### src/design/ipv4fhg_pkg.sv
package ipv4fhg_pkg;

  localparam int unsigned MaxFragments = 64;
  localparam int unsigned FragShift    = $clog2(MaxFragments);

  localparam logic [15:0] HdrBytes      = 16'd20;
  localparam logic [15:0] MinPayload    = 16'd28;
  localparam logic [15:0] MtuReset      = 16'd1486;
  localparam logic [15:0] SegReset      = (MtuReset - HdrBytes) & ~16'd7;
  localparam logic [15:0] MfBit         = 16'h2000;
  localparam int unsigned DfBitPos      = 14;
  localparam int unsigned SizeLimitPos  = 15;
  localparam logic [7:0]  VerIhl        = 8'h45;

  typedef enum logic [1:0] {
    ST_IDLE,
    ST_LEN,
    ST_CHECK,
    ST_EMIT
  } state_e;

  typedef enum logic [2:0] {
    STAT_OK,
    STAT_SHORT,
    STAT_TOO_BIG,
    STAT_DF,
    STAT_SMALL,
    STAT_MANY
  } status_e;

  typedef struct packed {
    logic        load;
    status_e     status;
    logic [15:0] total_len;
    logic [15:0] frag_word;
    logic [15:0] data_offset;
    logic [15:0] data_len;
    logic        last;
  } beat_t;

endpackage

### src/design/ipv4fhg_csum.sv
module ipv4fhg_csum (
  input  logic        clk_i,
  input  logic        load_i,
  input  logic [7:0]  tos_i,
  input  logic [7:0]  ttl_i,
  input  logic [7:0]  proto_i,
  input  logic [15:0] ident_i,
  input  logic [31:0] src_i,
  input  logic [31:0] dst_i,
  input  logic [15:0] total_len_i,
  input  logic [15:0] frag_word_i,
  output logic [15:0] checksum_o
);
  import ipv4fhg_pkg::*;

  // Sum of the header words that stay fixed over all fragments of a packet.
  logic [18:0] base_q;
  logic [18:0] base_d;
  logic [19:0] sum;
  logic [16:0] fold1;
  logic [15:0] fold2;

  assign base_d = 19'({VerIhl, tos_i}) + 19'(ident_i) + 19'({ttl_i, proto_i})
                + 19'(src_i[31:16]) + 19'(src_i[15:0])
                + 19'(dst_i[31:16]) + 19'(dst_i[15:0]);

  always_ff @(posedge clk_i) begin
    if (load_i) begin
      base_q <= base_d;
    end
  end

  assign sum   = 20'(base_q) + 20'(total_len_i) + 20'(frag_word_i);
  assign fold1 = 17'(sum[15:0]) + 17'(sum[19:16]);
  assign fold2 = fold1[15:0] + 16'(fold1[16]);
  assign checksum_o = ~fold2;

endmodule

### src/design/ipv4fhg_seq.sv
module ipv4fhg_seq (
  input  logic                clk_i,
  input  logic                rst_ni,
  input  logic                in_valid_i,
  output logic                in_ready_o,
  input  logic                gating_i,
  input  logic [15:0]         buffer_bytes_i,
  input  logic [15:0]         hdr_total_len_i,
  input  logic [15:0]         hdr_ident_i,
  input  logic [15:0]         hdr_frag_word_i,
  input  logic [15:0]         mtu_i,
  input  logic [15:0]         seg_i,
  input  logic                small_i,
  input  logic                slot_free_i,
  output logic                base_load_o,
  output logic [15:0]         ident_o,
  output ipv4fhg_pkg::beat_t  beat_o
);
  import ipv4fhg_pkg::*;

  state_e      state_q, state_d;
  logic        gating_q;
  logic [15:0] buf_q, htlen_q, hid_q, hfw_q;
  logic [15:0] len_q, id_q, next_ident_q, off_q, rem_q;
  logic        short_q, unfrag_q;
  status_e     status_q, status_d;
  logic        accept, final_beat, fits, many, emit_load;
  logic [15:0] dlen, piece;
  logic [21:0] seg_cap;

  assign accept = in_valid_i && in_ready_o;
  assign fits   = len_q <= mtu_i;
  assign dlen   = len_q - HdrBytes;
  // More than the fragment cap when the payload exceeds cap * segment size.
  assign seg_cap = {seg_i, FragShift'(0)};
  assign many    = 22'(dlen) > seg_cap;

  always_comb begin
    if (short_q) begin
      status_d = STAT_SHORT;
    end else if (len_q[SizeLimitPos]) begin
      status_d = STAT_TOO_BIG;
    end else if (fits) begin
      status_d = STAT_OK;
    end else if (hfw_q[DfBitPos]) begin
      status_d = STAT_DF;
    end else if (small_i) begin
      status_d = STAT_SMALL;
    end else if (many) begin
      status_d = STAT_MANY;
    end else begin
      status_d = STAT_OK;
    end
  end

  assign final_beat = (status_q != STAT_OK) || unfrag_q || (rem_q <= seg_i);

  always_comb begin
    state_d = state_q;
    unique case (state_q)
      ST_IDLE:  if (in_valid_i) state_d = ST_LEN;
      ST_LEN:   state_d = ST_CHECK;
      ST_CHECK: state_d = ST_EMIT;
      ST_EMIT:  if (slot_free_i && final_beat) state_d = ST_IDLE;
      default:  state_d = ST_IDLE;
    endcase
  end

  always_comb begin
    in_ready_o  = 1'b0;
    base_load_o = 1'b0;
    emit_load   = 1'b0;
    unique case (state_q)
      ST_IDLE:  in_ready_o  = 1'b1;
      ST_LEN:   ;
      ST_CHECK: base_load_o = 1'b1;
      ST_EMIT:  emit_load   = slot_free_i;
      default:  ;
    endcase
  end

  assign piece = final_beat ? rem_q : seg_i;

  always_comb begin
    beat_o.load   = emit_load;
    beat_o.status = status_q;
    beat_o.last   = final_beat;
    if (status_q != STAT_OK) begin
      beat_o.total_len   = '0;
      beat_o.frag_word   = '0;
      beat_o.data_offset = '0;
      beat_o.data_len    = '0;
    end else begin
      beat_o.total_len   = unfrag_q ? len_q : piece + HdrBytes;
      beat_o.frag_word   = {3'b000, off_q[15:3]} | (final_beat ? 16'h0000 : MfBit);
      beat_o.data_offset = off_q;
      beat_o.data_len    = piece;
    end
  end

  assign ident_o = id_q;

  always_ff @(posedge clk_i or negedge rst_ni) begin
    if (!rst_ni) begin
      state_q      <= ST_IDLE;
      next_ident_q <= '0;
    end else begin
      state_q <= state_d;
      // Advance the id only for packets with OK status that take the generated id.
      if (state_q == ST_CHECK && status_d == STAT_OK && !gating_q) begin
        next_ident_q <= next_ident_q + 16'd1;
      end
    end
  end

  always_ff @(posedge clk_i) begin
    if (accept) begin
      gating_q <= gating_i;
      buf_q    <= buffer_bytes_i;
      htlen_q  <= hdr_total_len_i;
      hid_q    <= hdr_ident_i;
      hfw_q    <= hdr_frag_word_i;
    end
    if (state_q == ST_LEN) begin
      short_q <= gating_q && (htlen_q > buf_q);
      len_q   <= (gating_q && (htlen_q < buf_q)) ? htlen_q : buf_q;
      id_q    <= gating_q ? hid_q : next_ident_q;
    end
    if (state_q == ST_CHECK) begin
      status_q <= status_d;
      unfrag_q <= fits;
      off_q    <= '0;
      rem_q    <= (len_q >= HdrBytes) ? dlen : '0;
    end
    if (emit_load && !final_beat) begin
      off_q <= off_q + seg_i;
      rem_q <= rem_q - seg_i;
    end
  end

  a_ident_step: assert property (@(posedge clk_i) disable iff (!rst_ni)
    (next_ident_q != $past(next_ident_q)) |-> (next_ident_q == $past(next_ident_q) + 16'd1))
    else $error("identification counter jumped");

endmodule

### src/design/ipv4_fragment_header_generator.sv
// IPv4 output header generator with fragmentation.
// Input channel (in_valid_i / in_ready_o) takes one packet descriptor per beat;
// output channel (out_valid_o / out_ready_i) gives one header per beat, with
// last_o high on the final header of a descriptor. An error gives a single
// beat with a nonzero status_o, last_o high and all other fields zero.
// The length limit register is written through cfg_we_i / cfg_wdata_i; the
// user must write it only while the block is idle; the block leaves it unchecked.
// It resets to 1486. A descriptor is accepted only in idle. The setup states
// ST_LEN (length trim) and ST_CHECK (checks and checksum base) follow, and
// then one header is loaded into the output register per cycle while the
// receiver takes them; the next descriptor waits until the last header is loaded.
// The segment step adder and the checksum folder are reused for every
// fragment. The output register holds a beat while out_ready_i is low and the
// sequencer waits. Reset returns to idle, clears the identification counter
// and empties the output register.
module ipv4_fragment_header_generator (
  input  logic        clk_i,
  input  logic        rst_ni,
  input  logic        cfg_we_i,
  input  logic [15:0] cfg_wdata_i,
  input  logic        in_valid_i,
  output logic        in_ready_o,
  input  logic        gating_i,
  input  logic [7:0]  ttl_arg_i,
  input  logic [15:0] buffer_bytes_i,
  input  logic [7:0]  hdr_tos_i,
  input  logic [15:0] hdr_total_len_i,
  input  logic [15:0] hdr_ident_i,
  input  logic [15:0] hdr_frag_word_i,
  input  logic [7:0]  hdr_ttl_i,
  input  logic [7:0]  hdr_proto_i,
  input  logic [31:0] src_addr_i,
  input  logic [31:0] dst_addr_i,
  output logic        out_valid_o,
  input  logic        out_ready_i,
  output logic [2:0]  status_o,
  output logic [7:0]  out_tos_o,
  output logic [7:0]  out_ttl_o,
  output logic [15:0] out_total_len_o,
  output logic [15:0] out_ident_o,
  output logic [15:0] out_frag_word_o,
  output logic [15:0] out_checksum_o,
  output logic [15:0] data_offset_o,
  output logic [15:0] data_len_o,
  output logic        last_o
);
  import ipv4fhg_pkg::*;

  logic [15:0] mtu_q, seg_q;
  logic        small_q;
  logic        accept, slot_free, base_load, is_err;
  logic [7:0]  tos_q, ttl_q, proto_q;
  logic [31:0] src_q, dst_q;
  logic [15:0] ident, checksum;
  beat_t       beat;

  logic        out_valid_q;
  status_e     status_q;
  logic [7:0]  out_tos_q, out_ttl_q;
  logic [15:0] out_total_len_q, out_ident_q, out_frag_word_q, out_checksum_q;
  logic [15:0] data_offset_q, data_len_q;
  logic        last_q;

  assign accept    = in_valid_i && in_ready_o;
  assign slot_free = !out_valid_q || out_ready_i;
  assign is_err    = beat.status != STAT_OK;

  always_ff @(posedge clk_i or negedge rst_ni) begin
    if (!rst_ni) begin
      mtu_q   <= MtuReset;
      seg_q   <= SegReset;
      small_q <= 1'b0;
    end else begin
      if (cfg_we_i) begin
        mtu_q <= cfg_wdata_i;
      end
      // Segment size: payload area rounded down to whole 8-byte units.
      seg_q   <= (mtu_q - HdrBytes) & ~16'd7;
      small_q <= mtu_q < MinPayload;
    end
  end

  always_ff @(posedge clk_i) begin
    if (accept) begin
      tos_q   <= gating_i ? hdr_tos_i : 8'h00;
      ttl_q   <= gating_i ? hdr_ttl_i : ttl_arg_i;
      proto_q <= hdr_proto_i;
      src_q   <= src_addr_i;
      dst_q   <= dst_addr_i;
    end
  end

  ipv4fhg_seq u_seq (
    .clk_i           (clk_i),
    .rst_ni          (rst_ni),
    .in_valid_i      (in_valid_i),
    .in_ready_o      (in_ready_o),
    .gating_i        (gating_i),
    .buffer_bytes_i  (buffer_bytes_i),
    .hdr_total_len_i (hdr_total_len_i),
    .hdr_ident_i     (hdr_ident_i),
    .hdr_frag_word_i (hdr_frag_word_i),
    .mtu_i           (mtu_q),
    .seg_i           (seg_q),
    .small_i         (small_q),
    .slot_free_i     (slot_free),
    .base_load_o     (base_load),
    .ident_o         (ident),
    .beat_o          (beat)
  );

  ipv4fhg_csum u_csum (
    .clk_i       (clk_i),
    .load_i      (base_load),
    .tos_i       (tos_q),
    .ttl_i       (ttl_q),
    .proto_i     (proto_q),
    .ident_i     (ident),
    .src_i       (src_q),
    .dst_i       (dst_q),
    .total_len_i (beat.total_len),
    .frag_word_i (beat.frag_word),
    .checksum_o  (checksum)
  );

  always_ff @(posedge clk_i or negedge rst_ni) begin
    if (!rst_ni) begin
      out_valid_q <= 1'b0;
    end else if (beat.load) begin
      out_valid_q <= 1'b1;
    end else if (out_ready_i) begin
      out_valid_q <= 1'b0;
    end
  end

  always_ff @(posedge clk_i) begin
    if (beat.load) begin
      status_q        <= beat.status;
      out_tos_q       <= is_err ? 8'h00 : tos_q;
      out_ttl_q       <= is_err ? 8'h00 : ttl_q;
      out_total_len_q <= beat.total_len;
      out_ident_q     <= is_err ? 16'h0000 : ident;
      out_frag_word_q <= beat.frag_word;
      out_checksum_q  <= is_err ? 16'h0000 : checksum;
      data_offset_q   <= beat.data_offset;
      data_len_q      <= beat.data_len;
      last_q          <= beat.last;
    end
  end

  assign out_valid_o     = out_valid_q;
  assign status_o        = status_q;
  assign out_tos_o       = out_tos_q;
  assign out_ttl_o       = out_ttl_q;
  assign out_total_len_o = out_total_len_q;
  assign out_ident_o     = out_ident_q;
  assign out_frag_word_o = out_frag_word_q;
  assign out_checksum_o  = out_checksum_q;
  assign data_offset_o   = data_offset_q;
  assign data_len_o      = data_len_q;
  assign last_o          = last_q;

  a_err_last: assert property (@(posedge clk_i) disable iff (!rst_ni)
    (out_valid_o && status_o != STAT_OK) |-> (last_o && out_total_len_o == 16'h0000))
    else $error("error beat not final or carries a length");

  a_mf_flag: assert property (@(posedge clk_i) disable iff (!rst_ni)
    (out_valid_o && status_o == STAT_OK) |-> (out_frag_word_o[13] == !last_o))
    else $error("more-fragments flag disagrees with last");

  a_no_load_busy: assert property (@(posedge clk_i) disable iff (!rst_ni)
    (out_valid_o && !out_ready_i) |-> !beat.load)
    else $error("output register overwritten while stalled");

  a_busy_in: assert property (@(posedge clk_i) disable iff (!rst_ni)
    beat.load |-> !in_ready_o)
    else $error("input open while headers are being emitted");

endmodule
### config.mk
export PLATFORM = sky130hd
export DESIGN_NAME = ipv4_fragment_header_generator
export DESIGN_NICKNAME = d
export VERILOG_FILES = /design/src/design/ipv4fhg_pkg.sv /design/src/design/ipv4fhg_csum.sv /design/src/design/ipv4fhg_seq.sv /design/src/design/ipv4_fragment_header_generator.sv
export SDC_FILE = /design/constraint.sdc
export NUM_CORES = 1
export LEC_CHECK = 0
export BUFFER_PORTS_ARGS = -buffer_cell sky130_fd_sc_hd__buf_2
export CAP_MARGIN = 20
export CORE_MARGIN = 2
export CORE_UTILIZATION = 45
export DETAILED_ROUTE_END_ITERATION = 6
export PLACE_DENSITY = 0.76
export SLEW_MARGIN = 30
export SYNTH_ARGS = -nofsm -noshare
export SYNTH_HDL_FRONTEND = slang
export SYNTH_SLANG_ARGS = --single-unit
### constraint.sdc
create_clock -name clk_i -period 17.8 [get_ports clk_i]
set_input_delay 1.78 -clock clk_i [delete_from_list [all_inputs] [get_ports clk_i]]
set_output_delay 1.78 -clock clk_i [all_outputs]
set_load 0.01 [all_outputs]
* Yosys cells after proc, flatten, opt, wreduce, memory -nomap -nowiden
Cells that the tools add are included.
Cells by class: add/sub/neg operators 16, order comparisons 7, eq/ne operators 5, multiplexer cells 26, bitwise gates (word level) 2, reduce and logical (&&, ||, !) cells 19
Operator list (number):
- $mux 16 | 9
- $add 19x16->19 | 5
- $mux 64 | 1
- $le 16x16->1 | 2
- $sub 16x5->16 const B | 2
- $gt 16x22->1 | 1
- $add 19x16->20 | 1
- $add 20x16->20 | 1
- $mux 3 | 6
- $add 15x16->17 | 1
- $add 16x4->17 | 1
- $add 16x1->16 | 1
- $add 16x1->16 const B | 1
- $add 16x16->16 | 1
- $add 16x5->16 const B | 1
- $ge 16x5->1 const B | 1
- $gt 16x16->1 | 1
- $lt 16x16->1 | 1
- $lt 16x5->1 const B | 1
- $not 16->16 | 1
- $or 13x16->16 | 1
- $sub 16x16->16 | 1
- $mux 14 | 1
- $mux 8 | 1
- 15 further kinds | 32
Storage, ports and cells: register bits after elaboration 405, bits of input ports 182, word-level logic and storage cells 109

* Depth between registers and ports, before layout
Gate-level depths: netlist of the first run.
word-level depth 12, gate-level depth with buffers 50

* Cells and area by module
Synthesis of the first run repeated with hierarchy kept, for this count alone.
Second synthesis, totals: cells, all modules 1698, area, all modules 21822.2 µm²
Modules (own cells, without submodules):
- ipv4fhg_seq | instances 1, cells an instance 850, area each 8958.6 µm², sequential area each 4023.9 µm²
- ipv4_fragment_header_generator | instances 1, cells an instance 373, area each 7876.3 µm², sequential area each 6917.9 µm²
- ipv4fhg_csum | instances 1, cells an instance 475, area each 4987.3 µm², sequential area each 570.5 µm²

* Least setup slack after synthesis of the first run
No wires, ideal clock.
path kind reg2reg, start reg seg_q[4], end reg out_checksum_q[14], in the netlist out_checksum_o[14], data pin, library setup time 259 ps, arrival 9986 ps, required time 17541 ps, slack 7555 ps, stages on the path, launching flop included 48, clock period less this slack 10245 ps, cells stage by stage dfstp_2 > inv_1 > ha_1 > nor2b_1 > o21a_1 > o21a_1 > o31ai_2 > a211oi_2 > nor2_1 > inv_1 > clkbuf_1 > nand2_1 > o21ai_0 > ha_1 > or2_2 > or3_1 > nand4_1 > nor2_1 > (+12 left out) > inv_1 > fa_1 > nand2b_1 > o2bb2ai_1 > nor3_1 > nand2_1 > a2111oi_4 > nand3_1 > nor4_1 > ha_1 > ha_1 > and2_1 > nand4b_1 > or3_4 > nand4b_1 > o41ai_1 > and3_1 > nor3_2
RTL lines:
- start: declaration | line ipv4_fragment_header_generator.sv:49 | logic [15:0] mtu_q, seg_q;
- start signal: assignment | line ipv4_fragment_header_generator.sv:71 | seg_q <= SegReset;
- start signal: assignment | line ipv4_fragment_header_generator.sv:78 | seg_q <= (mtu_q - HdrBytes) & ~16'd7;
- end signal: assignment | line ipv4_fragment_header_generator.sv:144 | out_checksum_q <= is_err ? 16'h0000 : checksum;
- end: declaration | line ipv4_fragment_header_generator.sv:60 | logic [15:0] out_total_len_q, out_ident_q, out_frag_word_q, out_checksum_q;

==> impl_metrics.csv, run 1 <==
group,metric,value,unit
drt,route.detailed.wl_per_inst,20.2,um
timing,final_hold_viol_count,0,
placement,post_dp_cell_area,23600,um2
die,row_count,80,
clocking,root_buffer,"clkbuf_16",
final_layout,nFillCells,4050,
clocking,cts_resized,0,
final_layout,final_cell_area,25000,um2
timing,slew_viol_final,0,
flow_run,drv_cap,0,
die,ios,300,
final_layout,layout-drive-gt1-share,21.3,%
timing,min_period_over_period,69.5,%
clocking,cts_hold_buf,0,
critical_path,required,18100,ps
clocking,post-cts-setup-buffers,0,
yosys,yosys_warnings,0,
critical_path,cp_num_buf_inv,3,
clocking,clkTransAtPathRegs,60,ps
yosys,synth_most_common_cell,"edfxtp_1",
timing,rsz0062_at_grt,"no",
clocking,cts_sinks,383,
yosys,synthCells,1766,
yosys,yosys_most_used_dff,"edfxtp_1",
timing,timing.slew.headroom,40.5,%
drt,wl_met3,3830,um
clocking,clk_latency,580,ps
critical_path,worstPathMaxFanout,15,
drt,drc,0,
yosys,syn-cell-area,21500,um2
pwr,p_sw_share,42.9,%
clocking,cts_made_buffers,42,
grt,grt_max_degree,77,
pwr,power_leakage,10.4,nW
pwr,power_frac_comb,56.6,%
placement,io_buffer_count,279,
clocking,clock_path_buffers,3,
die,fp.dieW,223,um
yosys,synth_edf_count,334,
critical_path,crit_path_start_kind,"flip-flop",
yosys,synth-seq-area-share,52.4,%
die,die-height,223,um
final_layout,nNetsFinal,2457,
grt,antenna_found_initial,6,
drt,drt_iter0_markers,1015,
placement,hpwl,41500,um
pwr,power.density,229,nW/um2
final_layout,syn_to_final_growth,16.1,%
drt,firstDrtPassIters,7,
grt,gr-total-overflow,0,
critical_path,path_class,"flip-flop to flip-flop",
timing,fin_worst_skew,14.0,ps
drt,highest_layer,"met5",
yosys,yosysTopAreaCellShare,46.7,%
pwr,ir_drop,0.000146,V
clocking,htreeDepth,2,
final_layout,fin_cells,2712,
final_layout,largestRegisters,"dst_q: 32 flops, src_q: 32 flops, u_csum.base_q: 19 flops",
run_status,outcome,"finished, final reports clean",
drt,wl,54800,um
pwr,p_clk_share,14.9,%
pwr,internal_power,3.26,mW
yosys,avgSynthCellArea,12.2,um2
timing,tns,0,ps
die,design.core.area,47400,um2
drt,num_vias,14900,
grt,track_usage,22.3,%
worst_hold_path,hold_class,"flip-flop to flip-flop",
yosys,synth_cell_types,79,
critical_path,slowest_delay,510,ps
placement,place.gp.congestion,0.900,
yosys,synth.largest_area_cell,"edfxtp_1",
timing,min_period,12370,ps
yosys,synth_area_leaders,"edfxtp_1 (47%), fa_1 (7.7%), ha_1 (7.3%)",
timing,timing.hold.ws,471,ps
drt,viasPerCell,5.49,
yosys,synthArstFlopShare,12.8,%
yosys,ys_seq_elements,383,
pwr,seq_power_share,28.5,%
grt,grt_pass1_wl,84700,um
drt,ant_nets,0,
die,start_util,45.3,%
placement,dp.cells,2638,
die,die_area,49500,um2
yosys,synthTopCellsByCount,"edfxtp_1 (334), inv_1 (193), ha_1 (125)",
critical_path,cp_top_family,"simple AND/OR/NAND/NOR gates",
clocking,cts_tree,"yes",
critical_path,critPathArrivalTime,12670,ps
timing,finalSetupViolations,0,
drt,dr_wl_met2,26100,um
grt,first_global_vias,15100,
critical_path,cp-end-kind,"flip-flop",
timing,timing.fmax,0.0808,GHz
critical_path,cpMostUsedCell,"ha_1",
pwr,p_sw,2.45,mW
drt,m1WireLength,22500,um
critical_path,cp_slowest_cell,"dfrtp_1",
timing,tightestPinTransition,893,ps
==> cell usage in the layout, fill, tap and decap left out, drive strengths merged, types with 17 or more instances in the layout <==
master / n
dfrtp: 36
a21o: 26
o21ai: 63
fa: 83
nor3: 42
a21oi: 84
nand2: 93
and3: 27
and2: 63
nand3: 40
ha: 125
or3: 17
xor2: 49
edfxtp: 334
mux2: 42
clkbuf: 54
xnor2: 68
o21a: 18
nand4: 25
buf: 293
inv: 195
nor2: 93
==> power by group through the flow <==
stage	sequential (mW)	combinational, mW	clock, mW
after floorplan	1.61	2.37	0
after global placement	1.63	3.12	0
after detailed placement	1.64	3.23	0
after CTS	1.63	3.25	0.873
after global routing	1.65	3.65	0.905
final	1.63	3.23	0.851
==> routing by layer <==
metal,GRT usage [%],vias up
li1,-,6927
met1,28.8,7229
met2,36.8,574
met3,4.19,140
met4,9.76,8
met5,0,-
==> worst paths after layout <==
check                                    endpoint  cells past startpoint  slack [ps]                    from
min                        u_seq.next_ident_q[15]                      1         470  u_seq.next_ident_q[15]
min in group asynchronous  u_seq.next_ident_q[15]                      2        1320                  rst_ni
max                            out_checksum_o[14]                     45        5430               seg_q[12]
min reg2reg                u_seq.next_ident_q[15]                      1         470  u_seq.next_ident_q[15]
max in group asynchronous                seg_q[9]                      2       16010                  rst_ni
max reg2reg                    out_checksum_o[14]                     45        5430               seg_q[12]
==> layout make-up <==
type / instances / area (um2) / area share (%)
Sequential cell: 383 / 11300 / 45.2
Multi-Input combinational cell: 1154 / 9350 / 37.5
Timing Repair Buffer: 293 / 1510 / 6.03
Clock buffer: 54 / 1120 / 4.48
Tap cell: 615 / 769 / 3.08
Inverter: 193 / 724 / 2.90
Clock inverter: 19 / 208 / 0.832
Antenna cell: 1 / 2.50 / 0.0100
==> through the flow <==
stage	total power, mW	utilization, %	worst slack, ps
5_1_grt	6.21	52.6	4470
6_report	5.71	52.6	5430
3_5_place_dp	4.86	49.8	5500
3_3_place_gp	4.76	49.8	5680
2_1_floorplan	3.98	-	7550
4_1_cts	5.75	52.6	5440
==> cell families (layout without fill, tap and decap cells) <==
logic type / count (synthesis) / count (layout) / share of synthesized area (%)
adder cells (fa/ha/maj): 208 / 208 / 15.0
AND/OR/NAND/NOR: 475 / 475 / 11.7
AO/OA/AOI/OAI: 303 / 303 / 9.42
flip-flops: 383 / 383 / 52.4
other: 1 / 6 / 0.0174
multiplexers: 46 / 46 / 2.39
buffers and inverters: 233 / 559 / 4.21
XOR/XNOR: 117 / 117 / 4.77
Note: power is estimated with default switching activity, not from simulation.
==> run 2, diff against run 1 <==
- PLACE_DENSITY: 0.76 -> 0.79
- clock period: 17.8 -> 11.3 ns (I/O delays scaled with it)
==> impl_metrics.csv, run 2 (synthesized netlist as in run 1, its figures left out) <==
group,metric,value,unit
clocking,cts_tree,"yes",
timing,timing.slew.headroom,35.0,%
grt,first_global_vias,15500,
pwr,finalPower,9.16,mW
final_layout,regArea,11300,um2
timing,tightestPinTransition,975,ps
grt,grt_pass1_wl,85900,um
critical_path,reg2reg_slack,720,ps
timing,rsz0062_at_grt,"no",
final_layout,nFillCells,4025,
die,ios,300,
timing,fin_worst_skew,21.6,ps
drt,drt_iter0_markers,1046,
clocking,htreeDepth,2,
die,die_area,49500,um2
clocking,cts_made_buffers,41,
final_layout,nNetsFinal,2486,
critical_path,cp_slowest_cell,"dfstp_2",
timing,timing.fmax,0.0945,GHz
critical_path,slowest_delay,610,ps
pwr,ir_drop,0.000244,V
final_layout,largestRegisters,"dst_q: 32 flops, src_q: 32 flops, u_csum.base_q: 19 flops",
die,design.core.area,47400,um2
drt,drc,0,
drt,num_vias,15000,
final_layout,layout-drive-gt1-share,22.9,%
placement,io_buffer_count,279,
drt,m1WireLength,23700,um
pwr,power.density,363,nW/um2
die,die-height,223,um
timing,slew_viol_final,0,
grt,gr-total-overflow,0,
clocking,clk_latency,580,ps
clocking,cts_sinks,383,
placement,place.gp.congestion,0.910,
drt,wl,55900,um
grt,antenna_found_initial,1,
critical_path,path_class,"flip-flop to flip-flop",
critical_path,crit_path_start_kind,"flip-flop",
final_layout,final_common_cell,"edfxtp_1",
drt,firstDrtPassIters,7,
timing,tns,0,ps
die,fp.dieW,223,um
placement,hpwl,42500,um
drt,route.detailed.wl_per_inst,20.4,um
timing,min_period,10580,ps
timing,timing.hold.ws,488,ps
drt,wl_met3,3120,um
final_layout,final_cell_mix,"edfxtp_1 (334), buf_2 (279), inv_1 (193)",
critical_path,cp-end-kind,"flip-flop",
drt,dr_wl_met2,26900,um
critical_path,required,11590,ps
timing,min_period_over_period,93.6,%
grt,grt_max_degree,81,
clocking,clock_path_buffers,3,
die,row_count,80,
timing,final_hold_viol_count,0,
die,start_util,45.3,%
final_layout,diodes,0,
pwr,power_leakage,10.6,nW
clocking,root_buffer,"clkbuf_16",
critical_path,cpMostUsedCell,"ha_1",
flow_run,drv_cap,0,
worst_hold_path,hold_class,"flip-flop to flip-flop",
clocking,clkTransAtPathRegs,70,ps
critical_path,critPathArrivalTime,10870,ps
drt,highest_layer,"met5",
critical_path,worstPathMaxFanout,6,
final_layout,multiInputGateArea,9370,um2
drt,ant_nets,0,
grt,track_usage,22.6,%
final_layout,syn_to_final_growth,17.5,%
run_status,outcome,"finished, final reports clean",
drt,viasPerCell,5.49,
timing,finalSetupViolations,0,
-- run 2: changes by cell type in the layout (fill, tap and decap cells not counted), moves of 3 or more --
cell        previous run  this run
clkinv_2               3         6
clkinvlp_4             1         4
buf_4                 13        42
clkbuf_1              11         3
-- run 2: path summary, 6_finish.rpt --
check / startpoint / to / depth (start not counted)
worst max-delay path: seg_q[4] / out_checksum_o[14] / 47
worst min-delay path: u_seq.next_ident_q[15] / u_seq.next_ident_q[15] / 1
worst max register to register: seg_q[4] / out_checksum_o[14] / 47
worst min register to register: u_seq.next_ident_q[15] / u_seq.next_ident_q[15] / 1
max in group asynchronous: rst_ni / mtu_q[0] / 2
min in group asynchronous: rst_ni / u_seq.next_ident_q[8] / 2
-- run 2: final cells by class --
type	count	area share [%]
clock buffer	47	4.36
clock inverter	26	1.10
inverter	193	2.87
multi-input combinational	1154	37.1
sequential	383	44.6
tap	615	3.05
timing repair buffer	323	6.87
-- run 2: per-layer routing --
layer,up-vias,track usage (%)
met5,-,0
met4,2,9.83
met3,126,3.20
met2,569,37.4
met1,7374,29.7
li1,6974,-
-- run 2: report_power, final --
part,switching [mW],internal [mW],leakage (nW),total [mW]
Combinational,3.05,2.16,6.21,5.21
Sequential,0.296,2.26,3.73,2.56
Clock,0.585,0.799,0.667,1.38
Total,3.93,5.22,10.6,9.16
-- run 2: repair_timing --
action,CTS,global route
endpoints found under the hold margin,0,0
resized for setup,0,4
setup endpoints to repair,0,2
setup buffers,0,1
hold buffers,0,0
-- run 2: per-stage QoR --
| stage | std cells | cell area (um2) | util [%] | setup slack, ps |
|---|---|---|---|---|
| global route | 2741 | 25300 | 53.2 | 68.5 |
| detailed placement | 2667 | 23800 | 50.2 | 553 |
| floorplan | 1770 | 21500 | - | 1050 |
| finish | 2741 | 25300 | 53.2 | 723 |
| global placement | 2667 | 23800 | 50.2 | 724 |
| CTS | 2740 | 25200 | 53.1 | 465 |
-- run 2: worst max-delay path: cells and delay by family, from the launching register on --
family                     cells  cell delay (ps)
xor gates and xnor gates       1              230
DFF                            1              610
adders and majority gates      7             2120
and+or+nand+nor               19             3660
AOI/OAI and AO/OA             15             2930
buffers and inverters          5              680
==> run 3, diff against run 2 <==
- PLACE_DENSITY: 0.79 -> 0.76
- clock period: 11.3 -> 10.2 ns (I/O delays scaled with it)
==> impl_metrics.csv, run 3 (synthesized netlist as in run 1, its figures left out) <==
group,metric,value,unit
run_status,outcome,"finished with violations",
run_status,failed_checks,"design-rule violations",
die,die-height,223,um
critical_path,path_class,"flip-flop to flip-flop",
clocking,cts_hold_buf,0,
timing,slew_viol_final,0,
die,start_util,45.3,%
drt,drc,9,
die,die_area,49500,um2
grt,grt-busiest-layer,"met2",
timing,tightestPinTransition,962,ps
clocking,clkTransAtPathRegs,70,ps
clocking,cts_sinks,383,
timing,timing.hold.ws,485,ps
pwr,power.density,400,nW/um2
final_layout,final_cell_mix,"edfxtp_1 (334), buf_2 (279), inv_1 (192)",
pwr,internal_power,6.04,mW
placement,io_buffer_count,279,
timing,final_hold_viol_count,0,
clocking,cts_made_buffers,42,
final_layout,final_cell_area,26200,um2
clocking,clock_path_buffers,3,
die,ios,300,
final_layout,final_common_cell,"edfxtp_1",
final_layout,layout-drive-gt1-share,27.2,%
die,row_count,80,
clocking,clk_latency,590,ps
final_layout,post-route-util,55.1,%
flow_run,drv_cap,0,
timing,min_period,9730,ps
clocking,root_buffer,"clkbuf_16",
grt,first_global_vias,15700,
die,design.core.area,47400,um2
critical_path,required,10630,ps
grt,antenna_found_initial,4,
timing,timing.slew.headroom,35.7,%
final_layout,nFillCells,3971,
drt,num_vias,15200,
pwr,p_sw_share,42.2,%
drt,firstDrtPassIters,7,
drt,drt_iter0_markers,1055,
critical_path,slowest_delay,530,ps
drt,route.detailed.wl_per_inst,19.8,um
critical_path,worstPathMaxFanout,4,
placement,post_dp_cell_area,24600,um2
pwr,seq_power_share,26.7,%
timing,min_period_over_period,95.4,%
critical_path,crit_path_start_kind,"flip-flop",
drt,wl,56300,um
die,fp.dieW,223,um
pwr,finalPower,10.4,mW
critical_path,cpMostUsedCell,"ha_1",
pwr,power_leakage,11.1,nW
placement,hpwl,43000,um
final_layout,largestRegisters,"dst_q: 32 flops, src_q: 32 flops, u_csum.base_q: 19 flops",
timing,finalSetupViolations,0,
worst_hold_path,hold_class,"flip-flop to flip-flop",
placement,dp.cells,2766,
drt,ant_nets,0,
drt,viasPerCell,5.35,
critical_path,cp_slowest_cell,"dfstp_2",
pwr,p_clk_share,15.0,%
clocking,htreeDepth,2,
grt,grt_pass1_wl,86600,um
timing,timing.fmax,0.103,GHz
critical_path,critPathArrivalTime,10170,ps
final_layout,nNetsFinal,2588,
grt,grt_max_degree,79,
clocking,cts_tree,"yes",
final_layout,syn_to_final_growth,21.7,%
pwr,p_sw,4.41,mW
final_layout,fin_cells,2847,
pwr,ir_drop,0.000296,V
grt,grt_use_met2,38.1,%
pwr,power_frac_comb,58.3,%
critical_path,cp-end-kind,"flip-flop",
grt,track_usage,22.8,%
grt,grt_use_met3,4.44,%
timing,fin_worst_skew,17.5,ps
placement,place.gp.congestion,0.920,
grt,use_met1,29.8,%
grt,gr-total-overflow,0,
## run 3: cell types whose count changed in the layout (fill, tap and decap cells not counted), moves of 3 or more
cell        delta
a21oi_1        -5
ha_1           -5
a21oi_2        +5
clkbuf_1       +6
buf_4        +102
ha_4           +3
clkinvlp_4     -3
## run 3: per-layer routing
metal	wire length, um	vias up
li1	-	7189
met1	23900	7392
met2	27100	544
met3	3580	114
met4	1760	4
met5	20	-
## run 3: critical path: cells and delay by family, from the launching register on
family	cells	cell delay, ps
AOI/OAI and AO/OA	14	2410
xor gates and xnor gates	1	160
adders and majority gates	7	2130
buffers and inverters	7	740
DFF	1	530
muxes	1	170
and+or+nand+nor	18	3450
## run 3: final cells by class
| type | instances | area [um2] | share of cell area, % |
|---|---|---|---|
| well taps | 615 | 769 | 2.94 |
| inverters | 193 | 724 | 2.77 |
| multi-input cells | 1154 | 9490 | 36.3 |
| clock inverters | 24 | 284 | 1.09 |
| flip-flops and latches | 383 | 11300 | 43.1 |
| clock buffers | 53 | 1120 | 4.30 |
| repair buffers | 424 | 2490 | 9.52 |
| diodes | 1 | 2.50 | 0.00957 |
## run 3: power by group through the flow
stage	registers (mW)	clock network, mW	logic (mW)
2_1_floorplan	2.81	0	4.14
6_report	2.79	1.57	6.09
3_3_place_gp	2.80	0	5.84
4_1_cts	2.79	1.60	6.04
3_5_place_dp	2.82	0	5.97
5_1_grt	2.83	1.66	6.87
## run 3: metrics by stage
step | TNS (ps) | worst slack (ps)
2_1_floorplan | 0 | 39.2
3_3_place_gp | -12.3 | -12.3
3_5_place_dp | -249 | -150
4_1_cts | 0 | 2.69
5_1_grt | -52.4 | -52.4
6_report | 0 | 468
## run 3: final timing paths
kind | start | slack [ps] | end | cells after the start
max in group asynchronous | rst_ni | 9160 | seg_q[12] | 2
worst min-delay path | u_seq.next_ident_q[15] | 490 | u_seq.next_ident_q[15] | 1
min in group asynchronous | rst_ni | 560 | u_seq.next_ident_q[6] | 2
worst min register to register | u_seq.next_ident_q[15] | 490 | u_seq.next_ident_q[15] | 1
worst max-delay path | seg_q[4] | 470 | out_checksum_o[12] | 48
worst max register to register | seg_q[4] | 470 | out_checksum_o[12] | 48
## run 3: what timing repair did
action,in CTS,in global routing
pin swaps,1,16
setup buffers,1,2
resized for setup,4,24
endpoints found under the setup margin,2,10
